===== config.mk =====
export PLATFORM = sky130hd
export DESIGN_NAME = avc_slice_type_sniffer_unit_flat
export DESIGN_NICKNAME = d
export VERILOG_FILES = /design/src/hdl/avc_sts_pkg.sv /design/src/hdl/avc_sts_if.sv /design/src/hdl/avc_sts_front.sv /design/src/hdl/avc_sts_queue.sv /design/src/hdl/avc_sts_back.sv /design/src/hdl/avc_slice_type_sniffer_unit.sv /design/src/flat_wrapper.sv
export VERILOG_INCLUDE_DIRS = /design/src /design/src/hdl
export SDC_FILE = /design/constraint.sdc
export NUM_CORES = 1
export LEC_CHECK = 0
export ABC_CLOCK_PERIOD_IN_PS = 17550
export BUFFER_PORTS_ARGS = -buffer_cell sky130_fd_sc_hd__buf_2
export CAP_MARGIN = 5
export CORE_ASPECT_RATIO = 0.6
export CORE_MARGIN = 1.5
export CORE_UTILIZATION = 45
export DETAILED_ROUTE_END_ITERATION = 7
export HOLD_SLACK_MARGIN = 0.06
export PLACE_DENSITY = 0.65
export SLEW_MARGIN = 0
export SYNTH_ARGS = -nofsm -noshare
export SYNTH_HDL_FRONTEND = slang
export SYNTH_SLANG_ARGS = --single-unit

===== constraint.sdc =====
create_clock -name clk_i -period 17.55 [get_ports clk_i]
set_input_delay 3.51 -clock clk_i [delete_from_list [all_inputs] [get_ports clk_i]]
set_output_delay 3.51 -clock clk_i [all_outputs]
set_load 0.01 [all_outputs]

===== src/hdl/avc_slice_type_sniffer_unit_defines.svh =====
// Assertion macros for the slice type sniffer.
// Taken in by the modules that carry concurrent checks; they expect clk_i and rst_ni.
`ifndef AVC_SLICE_TYPE_SNIFFER_UNIT_DEFINES_SVH
`define AVC_SLICE_TYPE_SNIFFER_UNIT_DEFINES_SVH

// check a property at every edge outside reset
`define AVC_STS_ASSERT(lbl, prop, msg) \
  lbl: assert property (@(posedge clk_i) disable iff (!rst_ni) (prop)) else $error(msg);

// check that a condition implies another in the next cycle
`define AVC_STS_ASSERT_NEXT(lbl, ante, cons, msg) \
  lbl: assert property (@(posedge clk_i) disable iff (!rst_ni) (ante) |=> (cons)) \
    else $error(msg);

`endif


===== src/hdl/avc_sts_pkg.sv =====
// Shared types and constants for the slice type sniffer.
// No dependencies; used by every module of the block.
`timescale 1ns / 1ps

package avc_sts_pkg;

  localparam int unsigned WindowBytes = 8;
  localparam int unsigned WindowBits  = 8 * WindowBytes;
  localparam int unsigned QueueDepth  = 2;

  localparam logic [2:0] LpbReset = 3'd4;

  localparam logic [4:0] NalTypeSlice = 5'd1;
  localparam logic [4:0] NalTypeIdr   = 5'd5;
  localparam logic [7:0] NalTypeMask  = 8'h1F;

  localparam logic [2:0] ClassNone  = 3'd0;
  localparam logic [2:0] ClassP     = 3'd1;
  localparam logic [2:0] ClassB     = 3'd2;
  localparam logic [2:0] ClassI     = 3'd3;
  localparam logic [2:0] ClassSp    = 3'd4;
  localparam logic [2:0] ClassSi    = 3'd5;
  localparam logic [2:0] ClassOther = 3'd6;
  localparam logic [2:0] ClassBad   = 3'd7;

  typedef enum logic [1:0] {
    VerdictNone,
    VerdictIdr,
    VerdictBad,
    VerdictCode
  } verdict_e;

  // outcome of one sample; for a decoded code, the zero run and suffix
  typedef struct packed {
    verdict_e    kind;
    logic [4:0]  zeros;
    logic [30:0] suffix;
  } verdict_t;

  typedef struct packed {
    logic     push;
    verdict_t entry;
  } qpush_t;

  typedef struct packed {
    logic     valid;
    verdict_t entry;
  } qhead_t;

endpackage


===== src/hdl/avc_sts_if.sv =====
// Handshake channels of the slice type sniffer: byte input and result output.
// Uses no package.
`timescale 1ns / 1ps

interface avc_sts_byte_if;
  logic       valid;
  logic       ready;
  logic [7:0] sample_byte;
  logic       end_of_sample;

  modport source (output valid, output sample_byte, output end_of_sample, input ready);
  modport sink   (input valid, input sample_byte, input end_of_sample, output ready);
endinterface

interface avc_sts_result_if;
  logic        valid;
  logic        ready;
  logic [2:0]  slice_class;
  logic [31:0] slice_type_code;

  modport source (output valid, output slice_class, output slice_type_code, input ready);
  modport sink   (input valid, input slice_class, input slice_type_code, output ready);
endinterface


===== src/hdl/avc_sts_front.sv =====
// Byte parser: length prefixes, unit skipping, header check and exp-Golomb window.
// Depends on avc_sts_pkg and avc_sts_byte_if; pushes one verdict per sample.
`timescale 1ns / 1ps

module avc_sts_front (
  input  logic                   clk_i,
  input  logic                   rst_ni,
  input  logic [2:0]             lpb_i,
  input  logic                   full_i,
  avc_sts_byte_if.sink           byte_i,
  output avc_sts_pkg::qpush_t    push_o
);

  localparam logic [2:0] PhPrefix = 3'd0;
  localparam logic [2:0] PhHeader = 3'd1;
  localparam logic [2:0] PhSkip   = 3'd2;
  localparam logic [2:0] PhWindow = 3'd3;
  localparam logic [2:0] PhDone   = 3'd4;

  localparam logic [6:0] WinInit = 7'(avc_sts_pkg::WindowBits);

  logic [2:0]  phase_q, phase_d;
  logic [1:0]  cnt_q, cnt_d;
  logic [31:0] ulen_q, ulen_d;
  logic [31:0] skip_q, skip_d;
  logic        gidx_q, gidx_d;
  logic [6:0]  zrun_q, zrun_d;
  logic [31:0] acc_q, acc_d;
  logic        insfx_q, insfx_d;
  logic [6:0]  sleft_q, sleft_d;
  logic [6:0]  wleft_q, wleft_d;
  avc_sts_pkg::verdict_t dec_q, dec_d;
  logic        accept;

  assign byte_i.ready = !full_i;
  assign accept       = byte_i.valid && !full_i;

  always_comb begin
    logic [7:0]  b;
    logic [4:0]  ntype;
    logic [31:0] ulen_sh;
    logic        bt;
    logic        fin;
    b       = byte_i.sample_byte;
    ntype   = 5'(b & avc_sts_pkg::NalTypeMask);
    ulen_sh = {ulen_q[23:0], b};
    bt      = 1'b0;
    fin     = 1'b0;
    phase_d = phase_q;
    cnt_d   = cnt_q;
    ulen_d  = ulen_q;
    skip_d  = skip_q;
    gidx_d  = gidx_q;
    zrun_d  = zrun_q;
    acc_d   = acc_q;
    insfx_d = insfx_q;
    sleft_d = sleft_q;
    wleft_d = wleft_q;
    dec_d   = dec_q;
    unique case (phase_q)
      PhPrefix: begin
        if (lpb_i != 3'd1 && lpb_i != 3'd2 && lpb_i != 3'd4) begin
          dec_d   = '{kind: avc_sts_pkg::VerdictNone, zeros: '0, suffix: '0};
          phase_d = PhDone;
        end else begin
          ulen_d = ulen_sh;
          if (({1'b0, cnt_q} + 3'd1) >= lpb_i) begin
            cnt_d = 2'd0;
            if (ulen_sh != 32'd0) begin
              phase_d = PhHeader;
            end
          end else begin
            cnt_d = cnt_q + 2'd1;
          end
        end
      end
      PhHeader: begin
        if (ntype == avc_sts_pkg::NalTypeIdr) begin
          dec_d   = '{kind: avc_sts_pkg::VerdictIdr, zeros: '0, suffix: '0};
          phase_d = PhDone;
        end else if (ntype == avc_sts_pkg::NalTypeSlice) begin
          gidx_d  = 1'b0;
          zrun_d  = 7'd0;
          acc_d   = 32'd0;
          insfx_d = 1'b0;
          sleft_d = 7'd0;
          wleft_d = WinInit;
          phase_d = PhWindow;
        end else begin
          skip_d  = ulen_q - 32'd1;
          ulen_d  = 32'd0;
          phase_d = (ulen_q == 32'd1) ? PhPrefix : PhSkip;
        end
      end
      PhSkip: begin
        skip_d = skip_q - 32'd1;
        if (skip_q == 32'd1) begin
          phase_d = PhPrefix;
        end
      end
      PhWindow: begin
        for (int unsigned i = 0; i < 8; i++) begin
          if (!fin) begin
            bt      = b[3'(7 - i)];
            wleft_d = wleft_d - 7'd1;
            if (insfx_d) begin
              acc_d   = {acc_d[30:0], bt};
              sleft_d = sleft_d - 7'd1;
              if (sleft_d == 7'd0) begin
                fin = 1'b1;
              end
            end else if (!bt) begin
              zrun_d = zrun_d + 7'd1;
            end else if (zrun_d == 7'd0) begin
              acc_d = 32'd0;
              fin   = 1'b1;
            end else begin
              insfx_d = 1'b1;
              sleft_d = zrun_d;
              acc_d   = 32'd0;
            end
            // end of the first code: restart for the slice type code
            if (fin && !gidx_d) begin
              fin     = 1'b0;
              gidx_d  = 1'b1;
              zrun_d  = 7'd0;
              acc_d   = 32'd0;
              insfx_d = 1'b0;
              sleft_d = 7'd0;
            end
          end
        end
        if (fin) begin
          dec_d   = '{kind: avc_sts_pkg::VerdictCode, zeros: zrun_d[4:0], suffix: acc_d[30:0]};
          phase_d = PhDone;
        end else if (wleft_d == 7'd0) begin
          dec_d   = '{kind: avc_sts_pkg::VerdictBad, zeros: '0, suffix: '0};
          phase_d = PhDone;
        end
      end
      PhDone: begin
      end
      default: begin
        phase_d = PhPrefix;
      end
    endcase

    push_o.push  = accept && byte_i.end_of_sample;
    push_o.entry = dec_d;
    if (phase_d == PhWindow) begin
      push_o.entry = '{kind: avc_sts_pkg::VerdictBad, zeros: '0, suffix: '0};
    end else if (phase_d != PhDone) begin
      push_o.entry = '{kind: avc_sts_pkg::VerdictNone, zeros: '0, suffix: '0};
    end

    if (byte_i.end_of_sample) begin
      phase_d = PhPrefix;
      cnt_d   = 2'd0;
      ulen_d  = 32'd0;
      skip_d  = 32'd0;
      gidx_d  = 1'b0;
      zrun_d  = 7'd0;
      acc_d   = 32'd0;
      insfx_d = 1'b0;
      sleft_d = 7'd0;
      wleft_d = WinInit;
      dec_d   = '{kind: avc_sts_pkg::VerdictNone, zeros: '0, suffix: '0};
    end
  end

  always_ff @(posedge clk_i or negedge rst_ni) begin
    if (!rst_ni) begin
      phase_q <= PhPrefix;
      cnt_q   <= 2'd0;
      ulen_q  <= 32'd0;
      skip_q  <= 32'd0;
      gidx_q  <= 1'b0;
      zrun_q  <= 7'd0;
      acc_q   <= 32'd0;
      insfx_q <= 1'b0;
      sleft_q <= 7'd0;
      wleft_q <= WinInit;
      dec_q   <= '{kind: avc_sts_pkg::VerdictNone, zeros: '0, suffix: '0};
    end else if (accept) begin
      phase_q <= phase_d;
      cnt_q   <= cnt_d;
      ulen_q  <= ulen_d;
      skip_q  <= skip_d;
      gidx_q  <= gidx_d;
      zrun_q  <= zrun_d;
      acc_q   <= acc_d;
      insfx_q <= insfx_d;
      sleft_q <= sleft_d;
      wleft_q <= wleft_d;
      dec_q   <= dec_d;
    end
  end

endmodule


===== src/hdl/avc_sts_queue.sv =====
// Two-entry verdict queue between the byte parser and the result stage.
// Depends on avc_sts_pkg and the assertion macros header.
`timescale 1ns / 1ps
`include "avc_slice_type_sniffer_unit_defines.svh"

module avc_sts_queue (
  input  logic                clk_i,
  input  logic                rst_ni,
  input  avc_sts_pkg::qpush_t push_i,
  input  logic                pop_i,
  output logic                full_o,
  output avc_sts_pkg::qhead_t head_o
);

  localparam int unsigned PtrW = $clog2(avc_sts_pkg::QueueDepth);
  localparam logic [PtrW:0] DepthC = (PtrW + 1)'(avc_sts_pkg::QueueDepth);
  localparam logic [PtrW-1:0] LastPtr = PtrW'(avc_sts_pkg::QueueDepth - 1);

  avc_sts_pkg::verdict_t entries_q [avc_sts_pkg::QueueDepth];
  logic [PtrW-1:0] wr_ptr_q, rd_ptr_q;
  logic [PtrW:0]   count_q;
  logic            empty, do_push, do_pop;

  assign empty   = (count_q == '0);
  assign full_o  = (count_q == DepthC);
  assign do_push = push_i.push && !full_o;
  assign do_pop  = pop_i && !empty;

  assign head_o.valid = !empty;
  assign head_o.entry = entries_q[rd_ptr_q];

  always_ff @(posedge clk_i) begin
    if (do_push) begin
      entries_q[wr_ptr_q] <= push_i.entry;
    end
  end

  always_ff @(posedge clk_i or negedge rst_ni) begin
    if (!rst_ni) begin
      wr_ptr_q <= '0;
      rd_ptr_q <= '0;
      count_q  <= '0;
    end else begin
      if (do_push) begin
        wr_ptr_q <= (wr_ptr_q == LastPtr) ? '0 : wr_ptr_q + 1'b1;
      end
      if (do_pop) begin
        rd_ptr_q <= (rd_ptr_q == LastPtr) ? '0 : rd_ptr_q + 1'b1;
      end
      if (do_push && !do_pop) begin
        count_q <= count_q + 1'b1;
      end else if (do_pop && !do_push) begin
        count_q <= count_q - 1'b1;
      end
    end
  end

  `AVC_STS_ASSERT(a_count_bound, count_q <= DepthC, "queue count beyond depth")
  `AVC_STS_ASSERT(a_empty_ptrs, !empty || (rd_ptr_q == wr_ptr_q), "empty queue with split pointers")
  `AVC_STS_ASSERT_NEXT(a_push_grows, do_push && !do_pop, count_q == $past(count_q) + 1'b1, "push lost")

endmodule


===== src/hdl/avc_sts_back.sv =====
// Result stage: turns a queued verdict into slice class and code, held in an output register.
// Depends on avc_sts_pkg and avc_sts_result_if.
`timescale 1ns / 1ps

module avc_sts_back (
  input  logic                clk_i,
  input  logic                rst_ni,
  input  avc_sts_pkg::qhead_t head_i,
  output logic                pop_o,
  avc_sts_result_if.source    result_o
);

  logic        valid_q;
  logic [2:0]  class_q, class_d;
  logic [31:0] code_q, code_d;
  logic [31:0] golomb;
  logic [2:0]  mapped;

  // value of a code: 2^zeros - 1 + suffix
  assign golomb = ((32'd1 << head_i.entry.zeros) - 32'd1) + {1'b0, head_i.entry.suffix};

  always_comb begin
    mapped = avc_sts_pkg::ClassOther;
    if (golomb <= 32'd9) begin
      unique case (golomb[3:0]) inside
        4'd0, 4'd5: mapped = avc_sts_pkg::ClassP;
        4'd1, 4'd6: mapped = avc_sts_pkg::ClassB;
        4'd2, 4'd7: mapped = avc_sts_pkg::ClassI;
        4'd3, 4'd8: mapped = avc_sts_pkg::ClassSp;
        4'd4, 4'd9: mapped = avc_sts_pkg::ClassSi;
        default:    mapped = avc_sts_pkg::ClassOther;
      endcase
    end
  end

  always_comb begin
    code_d = 32'd0;
    unique case (head_i.entry.kind)
      avc_sts_pkg::VerdictNone: class_d = avc_sts_pkg::ClassNone;
      avc_sts_pkg::VerdictIdr:  class_d = avc_sts_pkg::ClassI;
      avc_sts_pkg::VerdictBad:  class_d = avc_sts_pkg::ClassBad;
      avc_sts_pkg::VerdictCode: begin
        class_d = mapped;
        code_d  = golomb;
      end
      default: class_d = avc_sts_pkg::ClassNone;
    endcase
  end

  assign pop_o = head_i.valid && (!valid_q || result_o.ready);

  always_ff @(posedge clk_i or negedge rst_ni) begin
    if (!rst_ni) begin
      valid_q <= 1'b0;
    end else if (!valid_q || result_o.ready) begin
      valid_q <= head_i.valid;
    end
  end

  always_ff @(posedge clk_i) begin
    if (pop_o) begin
      class_q <= class_d;
      code_q  <= code_d;
    end
  end

  assign result_o.valid           = valid_q;
  assign result_o.slice_class     = class_q;
  assign result_o.slice_type_code = code_q;

endmodule


===== src/hdl/avc_slice_type_sniffer_unit.sv =====
// Slice type sniffer for length-prefixed H.264 samples, one byte per cycle. A byte is
// taken in every cycle while the two-entry verdict queue has room; the parser works the
// eight bits of a window byte in the same cycle, so nothing but a full queue stalls input.
// One result per sample, decided at its last byte, is written into the verdict queue and
// moves on into the output register once that is free, where it is valid on the output;
// the queue lets up to two finished results wait downstream.
// The prefix size register is written with cfg_we_i and applies from the next byte.
// Depends on avc_sts_pkg, the channel interfaces, avc_sts_front, avc_sts_queue, avc_sts_back.
`timescale 1ns / 1ps
`include "avc_slice_type_sniffer_unit_defines.svh"

module avc_slice_type_sniffer_unit (
  input  logic               clk_i,
  input  logic               rst_ni,
  input  logic               cfg_we_i,
  input  logic [2:0]         cfg_wdata_i,
  avc_sts_byte_if.sink       byte_i,
  avc_sts_result_if.source   result_o
);

  logic                lpb_q;
  logic [2:0]          lpb_val_q;
  avc_sts_pkg::qpush_t push;
  avc_sts_pkg::qhead_t head;
  logic                full;
  logic                pop;

  always_ff @(posedge clk_i or negedge rst_ni) begin
    if (!rst_ni) begin
      lpb_val_q <= avc_sts_pkg::LpbReset;
      lpb_q     <= 1'b0;
    end else if (cfg_we_i) begin
      lpb_val_q <= cfg_wdata_i;
      lpb_q     <= 1'b1;
    end
  end

  avc_sts_front u_front (
    .clk_i  (clk_i),
    .rst_ni (rst_ni),
    .lpb_i  (lpb_val_q),
    .full_i (full),
    .byte_i (byte_i),
    .push_o (push)
  );

  avc_sts_queue u_queue (
    .clk_i  (clk_i),
    .rst_ni (rst_ni),
    .push_i (push),
    .pop_i  (pop),
    .full_o (full),
    .head_o (head)
  );

  avc_sts_back u_back (
    .clk_i    (clk_i),
    .rst_ni   (rst_ni),
    .head_i   (head),
    .pop_o    (pop),
    .result_o (result_o)
  );

  `AVC_STS_ASSERT(a_lpb_written, !lpb_q || $past(lpb_q) || $past(cfg_we_i), "prefix size flag set without a write")

endmodule

===== src/flat_wrapper.sv =====
// flat-port wrapper written by rule: the top's interface ports become plain ports
module avc_slice_type_sniffer_unit_flat 
  (clk_i, rst_ni, cfg_we_i, cfg_wdata_i, byte_i_valid, byte_i_sample_byte, byte_i_end_of_sample, byte_i_ready, result_o_valid, result_o_slice_class, result_o_slice_type_code, result_o_ready);
  avc_sts_byte_if byte_i_i ();
  avc_sts_result_if result_o_i ();
  input  logic clk_i;
  input  logic rst_ni;
  input  logic cfg_we_i;
  input  logic [2:0] cfg_wdata_i;
  input wire logic [$bits(byte_i_i.valid)-1:0] byte_i_valid;
  input wire logic [$bits(byte_i_i.sample_byte)-1:0] byte_i_sample_byte;
  input wire logic [$bits(byte_i_i.end_of_sample)-1:0] byte_i_end_of_sample;
  output wire logic [$bits(byte_i_i.ready)-1:0] byte_i_ready;
  output wire logic [$bits(result_o_i.valid)-1:0] result_o_valid;
  output wire logic [$bits(result_o_i.slice_class)-1:0] result_o_slice_class;
  output wire logic [$bits(result_o_i.slice_type_code)-1:0] result_o_slice_type_code;
  input wire logic [$bits(result_o_i.ready)-1:0] result_o_ready;
  assign byte_i_i.valid = byte_i_valid;
  assign byte_i_i.sample_byte = byte_i_sample_byte;
  assign byte_i_i.end_of_sample = byte_i_end_of_sample;
  assign byte_i_ready = byte_i_i.ready;
  assign result_o_valid = result_o_i.valid;
  assign result_o_slice_class = result_o_i.slice_class;
  assign result_o_slice_type_code = result_o_i.slice_type_code;
  assign result_o_i.ready = result_o_ready;
  avc_slice_type_sniffer_unit u_core (.clk_i(clk_i), .rst_ni(rst_ni), .cfg_we_i(cfg_we_i), .cfg_wdata_i(cfg_wdata_i), .byte_i(byte_i_i), .result_o(result_o_i));
endmodule

Yosys cells after proc, flatten, opt, wreduce, memory -nomap -nowiden
Memory sizes are Yosys's and may differ from the RTL's.
Cells that the tools add are included.
W data, S select, Z words.

operators by class
  reduce and logical (&&, ||, !) cells = 67
  equality and inequality tests = 31
  muxes and demuxes = 332
  $lt $le $gt $ge = 2
  shift operators = 1
  add/sub/neg operators = 34

operator list
  kind                     number
  $mux W32                 44
  $mux W7                  106
  $mux W38                 7
  $pmux W32 S2             3
  $mux W1                  146
  $logic_not A7 Y1         17
  $pmux W38 S3             1
  $sub A7 B1 Y7 const B    16
  $sub A32 B1 Y32 const B  3
  $eq A32 B1 Y1 const B    2
  $add A7 B1 Y7 const B    8
  $pmux W7 S2              3
  $add A32 B31 Y32         1
  $le A32 B4 Y1 const B    1
  $reduce_bool A32 Y1      1
  $shl A1 B5 Y32 const A   1
  $pmux W3 S5              2
  $mux W3                  9
  $ne A3 B3 Y1 const B     6
  $logic_and A1 B1 Y1      17
  $eq A4 B3 Y1 const B     4
  $mux W2                  8
  $logic_not A1 Y1         13
  $pmux W3 S4              1
  other kinds (29)         47

word-level totals
  register bits = 205
  memories kept = 1
  bits of input ports = 17
  output and inout bits = 37
  bits in writable memories = 76

memory list
  name                      depth  width  rd ports  clocked after memory_dff  write ports  line                 RTL
  u_core.u_queue.entries_q  2      38     1         0                         1            avc_sts_queue.sv:19  avc_sts_pkg::verdict_t entries_q [avc_sts_pkg::QueueDepth];

Logic depth before layout (Yosys ltp)
Gate-level depths: netlist of run 1.

  depth after elaboration = 83
  mapped depth = 78
  depth with buffers taken out = 71

Modules after synthesis
Synthesis of run 1 repeated with hierarchy kept, for this count alone.

unflattened totals
  cells, all modules = 3923
  area total of the unflattened synthesis = 29595.9 um^2

modules (own cells, without submodules)
  module                       sequential area each (um^2)  cells each  times used  area each (um^2)
  avc_sts_front                4030.1                       3180        1           21807.2
  avc_sts_back                 1076.0                       600         1           4689.5
  avc_sts_queue                2382.3                       137         1           2989.1
  avc_slice_type_sniffer_unit  76.3                         6           1           110.1

Worst setup path after synthesis of run 1
No wires, ideal clock.

  path type = input to register
  start point = in byte_i_sample_byte[7]
  end point = reg u_core.u_front.dec_q[29] (netlist name)
  setup slack = -231 ps
  data required time = 17484 ps
  cell stages on the path = 70
  data arrival time = 17715 ps
  path through = buf_2 > nand4_1 > o21ai_4 > nand2_1 > clkbuf_1 > nand2_1 > ha_1 > nor3_1 > o21ai_0 > a2111oi_2 > a22oi_2 > buf_6 > o21ai_0 > ha_1 > clkbuf_1 > o31ai_1 > nor4_1 > a21oi_1 > (+34 left out) > o21a_1 > nand3_1 > xnor2_1 > nand4_1 > a21oi_4 > clkbuf_1 > o22ai_1 > inv_1 > ha_1 > o21ai_0 > a31oi_2 > xor2_2 > o31ai_2 > and2_1 > buf_4 > o41ai_4 > buf_4 > a22o_1

on the way
  longest elaborated chain between the ends = 79

RTL lines
  item                                                      line                                        RTL
  start, declared                                           flat_wrapper.sv:11                          input wire logic [$bits(byte_i_i.sample_byte)-1:0] byte_i_sample_byte;
  $mux W1                                                   avc_sts_front.sv:112                        end else if (!bt) begin
  $mux W1                                                   avc_sts_front.sv:106                        if (insfx_d) begin
  $mux W1                                                   avc_sts_front.sv:60                         unique case (phase_q)
  $logic_and A1 B1 Y1                                       avc_sts_front.sv:123                        if (fin && !gidx_d) begin
  $mux W7                                                   avc_sts_front.sv:123
  $mux W7                                                   avc_sts_front.sv:60
  $sub A7 B1 Y7 / $logic_not A7 Y1 (equally long branches)  avc_sts_front.sv:108, avc_sts_front.sv:114
  $logic_not A7 Y1 / $mux W1 (equally long branches)        avc_sts_front.sv:109, avc_sts_front.sv:114
  (+63 left out)                                            --
  $mux W1                                                   avc_sts_front.sv:60
  $logic_and A1 B1 Y1                                       avc_sts_front.sv:123
  $mux W1                                                   avc_sts_front.sv:123
  $mux W1                                                   avc_sts_front.sv:103                        if (!fin) begin
  $mux W1                                                   avc_sts_front.sv:60
  $mux W38 (*)                                              avc_sts_front.sv:133                        if (fin) begin
  $pmux W38 S3 (*)                                          avc_sts_front.sv:60
  $mux W38 (*)                                              avc_sts_front.sv:156                        if (byte_i.end_of_sample) begin
  end signal, assigned                                      avc_sts_front.sv:183                        dec_q <= '{kind: avc_sts_pkg::VerdictNone, zeros: '0, suffix: '0};
  end, declared                                             avc_sts_front.sv:32                         avc_sts_pkg::verdict_t dec_q, dec_d;

Mark *: on every way between the ends. The rest lies on a longest branch, timed or not. The select of a mux whose other input is x is not followed.
A chain may end at the register's enable or synchronous reset.

Final worst setup path of run 1
  start point = in byte_i_sample_byte[7]
  end point = reg u_core.u_front.phase_q[1]

on the way
  longest elaborated chain between the ends = 79

RTL lines
  item                                                      line                                        RTL
  $mux W1                                                   avc_sts_front.sv:112
  $mux W1                                                   avc_sts_front.sv:106
  $mux W1                                                   avc_sts_front.sv:60
  $logic_and A1 B1 Y1                                       avc_sts_front.sv:123
  $mux W7                                                   avc_sts_front.sv:123
  $mux W7                                                   avc_sts_front.sv:60
  $sub A7 B1 Y7 / $logic_not A7 Y1 (equally long branches)  avc_sts_front.sv:108, avc_sts_front.sv:114
  $logic_not A7 Y1 / $mux W1 (equally long branches)        avc_sts_front.sv:109, avc_sts_front.sv:114
  (+63 left out)                                            --
  $mux W1                                                   avc_sts_front.sv:60
  $logic_and A1 B1 Y1                                       avc_sts_front.sv:123
  $mux W1                                                   avc_sts_front.sv:123
  $mux W1                                                   avc_sts_front.sv:103
  $mux W1                                                   avc_sts_front.sv:60
  $mux W3                                                   avc_sts_front.sv:133
  $pmux W3 S5 (*)                                           avc_sts_front.sv:60
  $mux W3 (*)                                               avc_sts_front.sv:156
  end signal, assigned                                      avc_sts_front.sv:173                        phase_q <= PhPrefix;
  end signal, assigned                                      avc_sts_front.sv:185                        phase_q <= phase_d;
  end, declared                                             avc_sts_front.sv:22                         logic [2:0] phase_q, phase_d;

Marked as above.

==> results of run 1 <==
stage by stage:
stage	area (um2)	setup TNS, ns
final	31100	0
after CTS	31000	0
after global routing	31100	-0.626
after global placement	30000	0
after detailed placement	30000	-15.07
after floorplan	28500	0
cell type report:
cell class	instances	area, um2	share of cell area [%]
Multi-Input combinational cell	2995	19400	62.3
Sequential cell	280	7570	24.3
Timing Repair Buffer	215	1500	4.81
Tap cell	839	1050	3.37
Clock buffer	28	701	2.25
Inverter	166	623	2.00
Clock inverter	24	299	0.960
Antenna cell	1	2.50	0.00804
worst max path at each step:
stage                                                 end  slack (ns)  cells past startpoint
after floorplan                  u_core.u_front.dec_q[29]        0.02                     69
after global placement     u_core.u_queue.entries_q[0][7]        0.27                     67
after detailed placement   u_core.u_queue.entries_q[1][7]       -0.26                     68
after CTS                  u_core.u_queue.entries_q[1][7]        0.30                     68
after global routing      u_core.u_queue.entries_q[0][14]       -0.05                     69
final                           u_core.u_front.phase_q[1]        0.88                     69
registers in the layout, summed over array words and instances (netlist names), 2 cells and up:
| register | cells |
|---|---|
| u_core.lpb_val_q | 3 |
| u_core.u_back.result_o.slice_class | 3 |
| u_core.u_back.result_o.slice_type_code | 32 |
| u_core.u_front.acc_q | 31 |
| u_core.u_front.cnt_q | 2 |
| u_core.u_front.dec_q | 38 |
| u_core.u_front.phase_q | 3 |
| u_core.u_front.skip_q | 32 |
| u_core.u_front.sleft_q | 7 |
| u_core.u_front.ulen_q | 32 |
| u_core.u_front.wleft_q | 7 |
| u_core.u_front.zrun_q | 7 |
| u_core.u_queue.count_q | 2 |
| u_core.u_queue.entries_q | 76 |
Yosys cell counts, types with 25 or more instances:
library cell  instances
nand2_1             434
or3_1                31
edfxtp_1            111
nand2b_1             25
o211ai_1             26
nand3_1             108
clkbuf_1            169
and3_1               32
xor2_1               50
and2_1               30
o31ai_1              25
nor4_1               35
o21ai_0             312
xnor2_1             100
a21oi_1             271
nor3_1              106
a22o_1               89
inv_1               164
a22oi_1             127
dfrtp_1             167
a211oi_1             26
nor2_1              308
o22ai_1             126
a32oi_1              42
ha_1                110
mux2i_1              62
a31oi_1              35
buf_2                30
nand4_1              35
routing by layer:
| layer | wire [um] | GRT usage [%] | up-vias |
|---|---|---|---|
| met5 | 161 | 1.27 | - |
| met4 | 2050 | 6.02 | 10 |
| met3 | 15800 | 11.7 | 136 |
| met2 | 39900 | 40.3 | 1735 |
| met1 | 51100 | 51.5 | 14400 |
| li1 | - | - | 13900 |
worst max-delay path, delay by kind of cell:
kind / cells / cell delay (ns)
multiplexers: 2 / 0.51
buffers and inverters: 11 / 1.54
XOR/XNOR: 2 / 0.36
adder cells (fa/ha/maj): 7 / 1.56
AND/OR/NAND/NOR: 13 / 2.48
AO/OA/AOI/OAI: 34 / 7.16
cells by family after synthesis:
kind of cell	count (synthesis)	share of synthesized area (%)
mux	77	2.80
fa+ha+maj	111	4.91
xor+xnor	154	4.85
simple gates	1260	21.1
buf+inv	409	5.97
compound gates	1393	33.8
flops	280	26.6
report_power, final:
group | internal, uW | switching (uW)
combinational | 1050 | 2130
sequential | 832 | 115
clock | 371 | 284
what timing repair did:
| action | in CTS | in global routing |
|---|---|---|
| resized for setup | 0 | 29 |
| buffers inserted | 0 | 5 |
| endpoints found under the setup margin | 0 | 162 |
==> impl_metrics.env, run 1 <==
export IMPL_slowest_stage="a2111oi_4"
export IMPL_outcome="complete, no violations"
export IMPL_crit_fanout=35
export IMPL_async_flop_share_pct=60.4
export IMPL_finalNonFillerCells=4548
export IMPL_r2r_cells=72
export IMPL_finalHoldViolCount=0
export IMPL_drc=0
export IMPL_synth_edff_count=111
export IMPL_rows=71
export IMPL_setup_viol=0
export IMPL_dieWidth_um=328
export IMPL_wirelength_um=109000
export IMPL_htree_num_levels=1
export IMPL_firstDrtPassIters=8
export IMPL_crit_path_frequent_cell="ha_1"
export IMPL_holdPathStages=2
export IMPL_via_count=30200
export IMPL_io_buffers=53
export IMPL_max_freq_mhz=60.0
export IMPL_dieArea_um2=64800
export IMPL_nFillCells=6131
export IMPL_crit_start="byte_i_sample_byte[7]"
export IMPL_power_density_nw_per_um2=153
export IMPL_r2r_end="u_core.u_front.phase_q[1]"
export IMPL_relSlewSlack_pct=18.0
export IMPL_synth_top_area_cell="dfrtp_1"
export IMPL_min_period_ns=16.67
export IMPL_max_stage_delay_ns=0.45
export IMPL_holdWs_ns=0.493
export IMPL_synth_net_count=3812
export IMPL_cp_start_kind="primary input"
export IMPL_drt_vias_per_instance=6.63
export IMPL_regToRegSetupSlack_ns=2.51
export IMPL_hp_start="u_core.u_front.acc_q[30]"
export IMPL_finalNetCount=3814
export IMPL_synth_cell_types=135
export IMPL_grt_pass1_wl_um=164000
export IMPL_path_clk_slew_ns=0.07
export IMPL_power_leakage_uw=0.0121
export IMPL_max_cap_violations=0
export IMPL_crit_required_ns=18.03
export IMPL_synth_seq_cells=280
export IMPL_dp_cells=4490
export IMPL_layout_common_cells="nand2_1, o21ai_0, nor2_1, a21oi_1, dfrtp_1"
export IMPL_yosys_warnings=0
export IMPL_wl_per_cell_um=24.0
export IMPL_rr_startpoint="u_core.u_front.sleft_q[0]"
export IMPL_area_growth_pct=9.48
export IMPL_synth_yosys_seq_area_share_pct=26.6
export IMPL_dp_slack_ns=-0.260
export IMPL_fp_coreArea_um2=62500
export IMPL_avgSynthCellArea_um2=7.72
export IMPL_numCtsBuffers=28
export IMPL_cts_root_buf="clkbuf_16"
export IMPL_hpwl_um=82800
export IMPL_holdPathEnd="u_core.u_front.acc_q[30]"
export IMPL_fin_util_pct=49.8
export IMPL_cts_hold_buf=0
export IMPL_syn_cell_area_um2=28400
export IMPL_drive_gt1_share_pct=11.9
export IMPL_critPathCaptureType="flop"
export IMPL_hp_class="flop to flop"
export IMPL_worst_ir_drop_vdd_uv=147
export IMPL_antenna_found_initial=6
export IMPL_final_common_cell="nand2_1"
export IMPL_worst_slew_pin_slew_ns=1.22
export IMPL_tritoncts="built"
export IMPL_cts_buffer_depth=3
export IMPL_chipHeight_um=198
export IMPL_ios=54
export IMPL_critical_path_arrival_ns=17.16
export IMPL_overflow=0
export IMPL_timing_final_max_slew_violations=0
export IMPL_grt_pass1_vias=26100
export IMPL_clkLatencyLatePin_ns=0.59
export IMPL_fin_crit_sh_pct=95.0
export IMPL_clock_skew_ns=0.0191
export IMPL_track_usage_pct=32.5
export IMPL_finalPower_uw=4780
export IMPL_syn_inst=3684
export IMPL_gp_congestion=1.04
export IMPL_grt_max_degree=105
export IMPL_synthFlopType="dfrtp_1"
export IMPL_initial_core_util_pct=45.5
export IMPL_cts_num_sinks=280
export IMPL_drtIter0Drc=4247
export IMPL_crit_type="primary input to flop"
export IMPL_synth_area_leaders="dfrtp_1, edfxtp_1, nand2_1"
export IMPL_final_antenna_net_count=0
export IMPL_worst_slack_ns=0.875
export IMPL_yosys_area_top_type_share_pct=14.7
(Power assumes the default switching activity.)
==> run 2: changes to the inputs <==
--- a/config.mk
+++ b/config.mk
@@ -14,7 +14,7 @@
 export CORE_UTILIZATION = 45
 export DETAILED_ROUTE_END_ITERATION = 7
 export HOLD_SLACK_MARGIN = 0.06
-export PLACE_DENSITY = 0.65
+export PLACE_DENSITY = 0.63
 export SLEW_MARGIN = 0
 export SYNTH_ARGS = -nofsm -noshare
 export SYNTH_HDL_FRONTEND = slang
==> run 2 against run 1 <==
Net effect: sequential power decreased by 0.7%; sequential share of layout area about the same; first-iteration DRC count grew 8.5%; register-to-register slack improved by 0.07 ns; cell count shrank 0.24%; clock power down 5.6%; flip-flop and latch count is the same; critical endpoint unchanged; largest cell class unchanged.
==> impl_metrics.env, run 2 (synthesized netlist as in run 1, its figures left out) <==
export IMPL_power_leakage_uw=0.0120
export IMPL_final_setup_tns_ns=0
export IMPL_cts_root_buf="clkbuf_16"
export IMPL_timing_final_max_slew_violations=0
export IMPL_worst_slack_ns=0.785
export IMPL_crit_type="primary input to flop"
export IMPL_final_common_cell="nand2_1"
export IMPL_numCtsBuffers=27
export IMPL_reg_top3="u_core.u_queue.entries_q x76, u_core.u_front.dec_q x38"
export IMPL_grt_max_degree=75
export IMPL_final_antenna_net_count=0
export IMPL_crit_start="byte_i_sample_byte[7]"
export IMPL_grt_pass1_wl_um=167000
export IMPL_finalNetCount=3804
export IMPL_grtUsageMet1_pct=53.6
export IMPL_initial_core_util_pct=45.5
export IMPL_crit_required_ns=18.02
export IMPL_critPathCaptureType="flop"
export IMPL_relSlewSlack_pct=22.6
export IMPL_largest_reg_flops=76
export IMPL_rows=71
export IMPL_outcome="complete, no violations"
export IMPL_setup_viol=0
export IMPL_fin_crit_sh_pct=95.5
export IMPL_dieArea_um2=64800
export IMPL_wirelength_um=109000
export IMPL_track_usage_pct=32.7
export IMPL_firstDrtPassIters=6
export IMPL_grt_pass1_vias=26300
export IMPL_finalHoldViolCount=0
export IMPL_slowest_stage="a2111oi_4"
export IMPL_clkLatencyLatePin_ns=0.58
export IMPL_crit_buf_inv=8
export IMPL_hpwl_um=83000
export IMPL_cp_start_kind="primary input"
export IMPL_drt_vias_per_instance=6.67
export IMPL_cts_num_sinks=280
export IMPL_crit_fanout=35
export IMPL_hp_class="flop to flop"
export IMPL_dieWidth_um=328
export IMPL_cpLargestDelayFamily="compound AO/OA/AOI/OAI gates"
export IMPL_top_register="u_core.u_queue.entries_q"
export IMPL_area_growth_pct=9.26
export IMPL_ios=54
export IMPL_max_cap_violations=0
export IMPL_critical_path_arrival_ns=17.24
export IMPL_layout_common_cells="nand2_1, o21ai_0, nor2_1, a21oi_1, dfrtp_1"
export IMPL_overflow=0
export IMPL_cts_hold_buf=0
export IMPL_r2r_cells=69
export IMPL_wl_per_cell_um=24.1
export IMPL_path_clk_slew_ns=0.07
export IMPL_power_density_nw_per_um2=152
export IMPL_worst_ir_drop_vdd_uv=137
export IMPL_holdPathStages=2
export IMPL_met2_usage_pct=41.2
export IMPL_drtIter0Drc=4610
export IMPL_rr_startpoint="u_core.u_front.sleft_q[1]"
export IMPL_via_count=30300
export IMPL_htree_num_levels=1
export IMPL_fp_coreArea_um2=62500
export IMPL_max_freq_mhz=59.6
export IMPL_clock_skew_ns=0.0244
export IMPL_gp_congestion=1.11
export IMPL_worst_slew_pin_slew_ns=1.13
export IMPL_top_usage_layer="met1"
export IMPL_drive_gt1_share_pct=11.9
export IMPL_max_stage_delay_ns=0.44
export IMPL_hp_start="u_core.u_front.acc_q[30]"
export IMPL_grt_use_met3_pct=9.29
export IMPL_antenna_found_initial=3
export IMPL_io_buffers=53
export IMPL_drc=0
export IMPL_path_depth=67
export IMPL_cts_buffer_depth=3
export IMPL_tritoncts="built"
export IMPL_chipHeight_um=198
export IMPL_min_period_ns=16.77
export IMPL_dp_slack_ns=-0.366
run 2: cell count changes in the layout (fill, tap and decap cells not counted), moves of 4 or more:
| cell | delta |
|---|---|
| clkinv_4 | -4 |
| clkbuf_1 | +6 |
| ha_1 | -5 |
| buf_4 | -10 |
| clkbuf_8 | +5 |
| ha_2 | +4 |
run 2: per-stage QoR:
step	hold slack (ns)	instances	cell area, um2	utilization (%)	total power (uW)
2_1_floorplan	0.451	3684	28500	-	3010
3_3_place_gp	0.477	4475	29800	47.7	3920
3_5_place_dp	0.493	4475	29800	47.7	3920
4_1_cts	0.507	4525	30800	49.2	4550
5_1_grt	0.521	4536	31100	49.7	5050
6_report	0.501	4537	31100	49.7	4740
run 2: worst reg2reg max path, delay by kind of cell, from the launching register on:
kind / cells / cell delay (ns)
AOI/OAI and AO/OA: 35 / 7.31
xor gates and xnor gates: 3 / 0.67
adders and majority gates: 8 / 1.89
buffers and inverters: 7 / 1.12
DFF: 1 / 0.58
and+or+nand+nor: 16 / 3.29
run 2: power by group:
group / leakage [uW] / internal [uW] / switching [uW] / total, uW
clock: 0.000460 / 354 / 265 / 619
combinational: 0.00816 / 1050 / 2130 / 3180
sequential: 0.00338 / 833 / 109 / 941
run 2: final timing paths:
kind                       slack (ns)                   endpoint
max                              0.78  u_core.u_front.phase_q[1]
max reg2reg                      2.58  u_core.u_front.phase_q[1]
min                              0.50   u_core.u_front.acc_q[30]
max in group asynchronous       12.62    u_core.u_front.dec_q[9]
min reg2reg                      0.50   u_core.u_front.acc_q[30]
min in group asynchronous        2.86   u_core.u_front.ulen_q[6]
run 2: layout make-up:
cell class / instances / area, um2
antenna: 1 / 2.50
clock buffer: 40 / 817
clock inverter: 10 / 120
fill: 6184 / 31500
inverter: 166 / 623
multi-input combinational: 2995 / 19500
sequential: 280 / 7570
tap: 839 / 1050
timing repair buffer: 206 / 1440
run 2: what timing repair did:
action | CTS | global route
gates resized for setup | 0 | 47
endpoints found under the setup margin | 0 | 162
setup buffers | 0 | 11
endpoints found under the hold margin | 0 | 0
run 2: per-layer routing:
layer / routed length, um / share of wire (%)
met1: 52400 / 48
met2: 40000 / 37
met3: 15000 / 14
met4: 1530 / 1.4
met5: 280 / 0.26
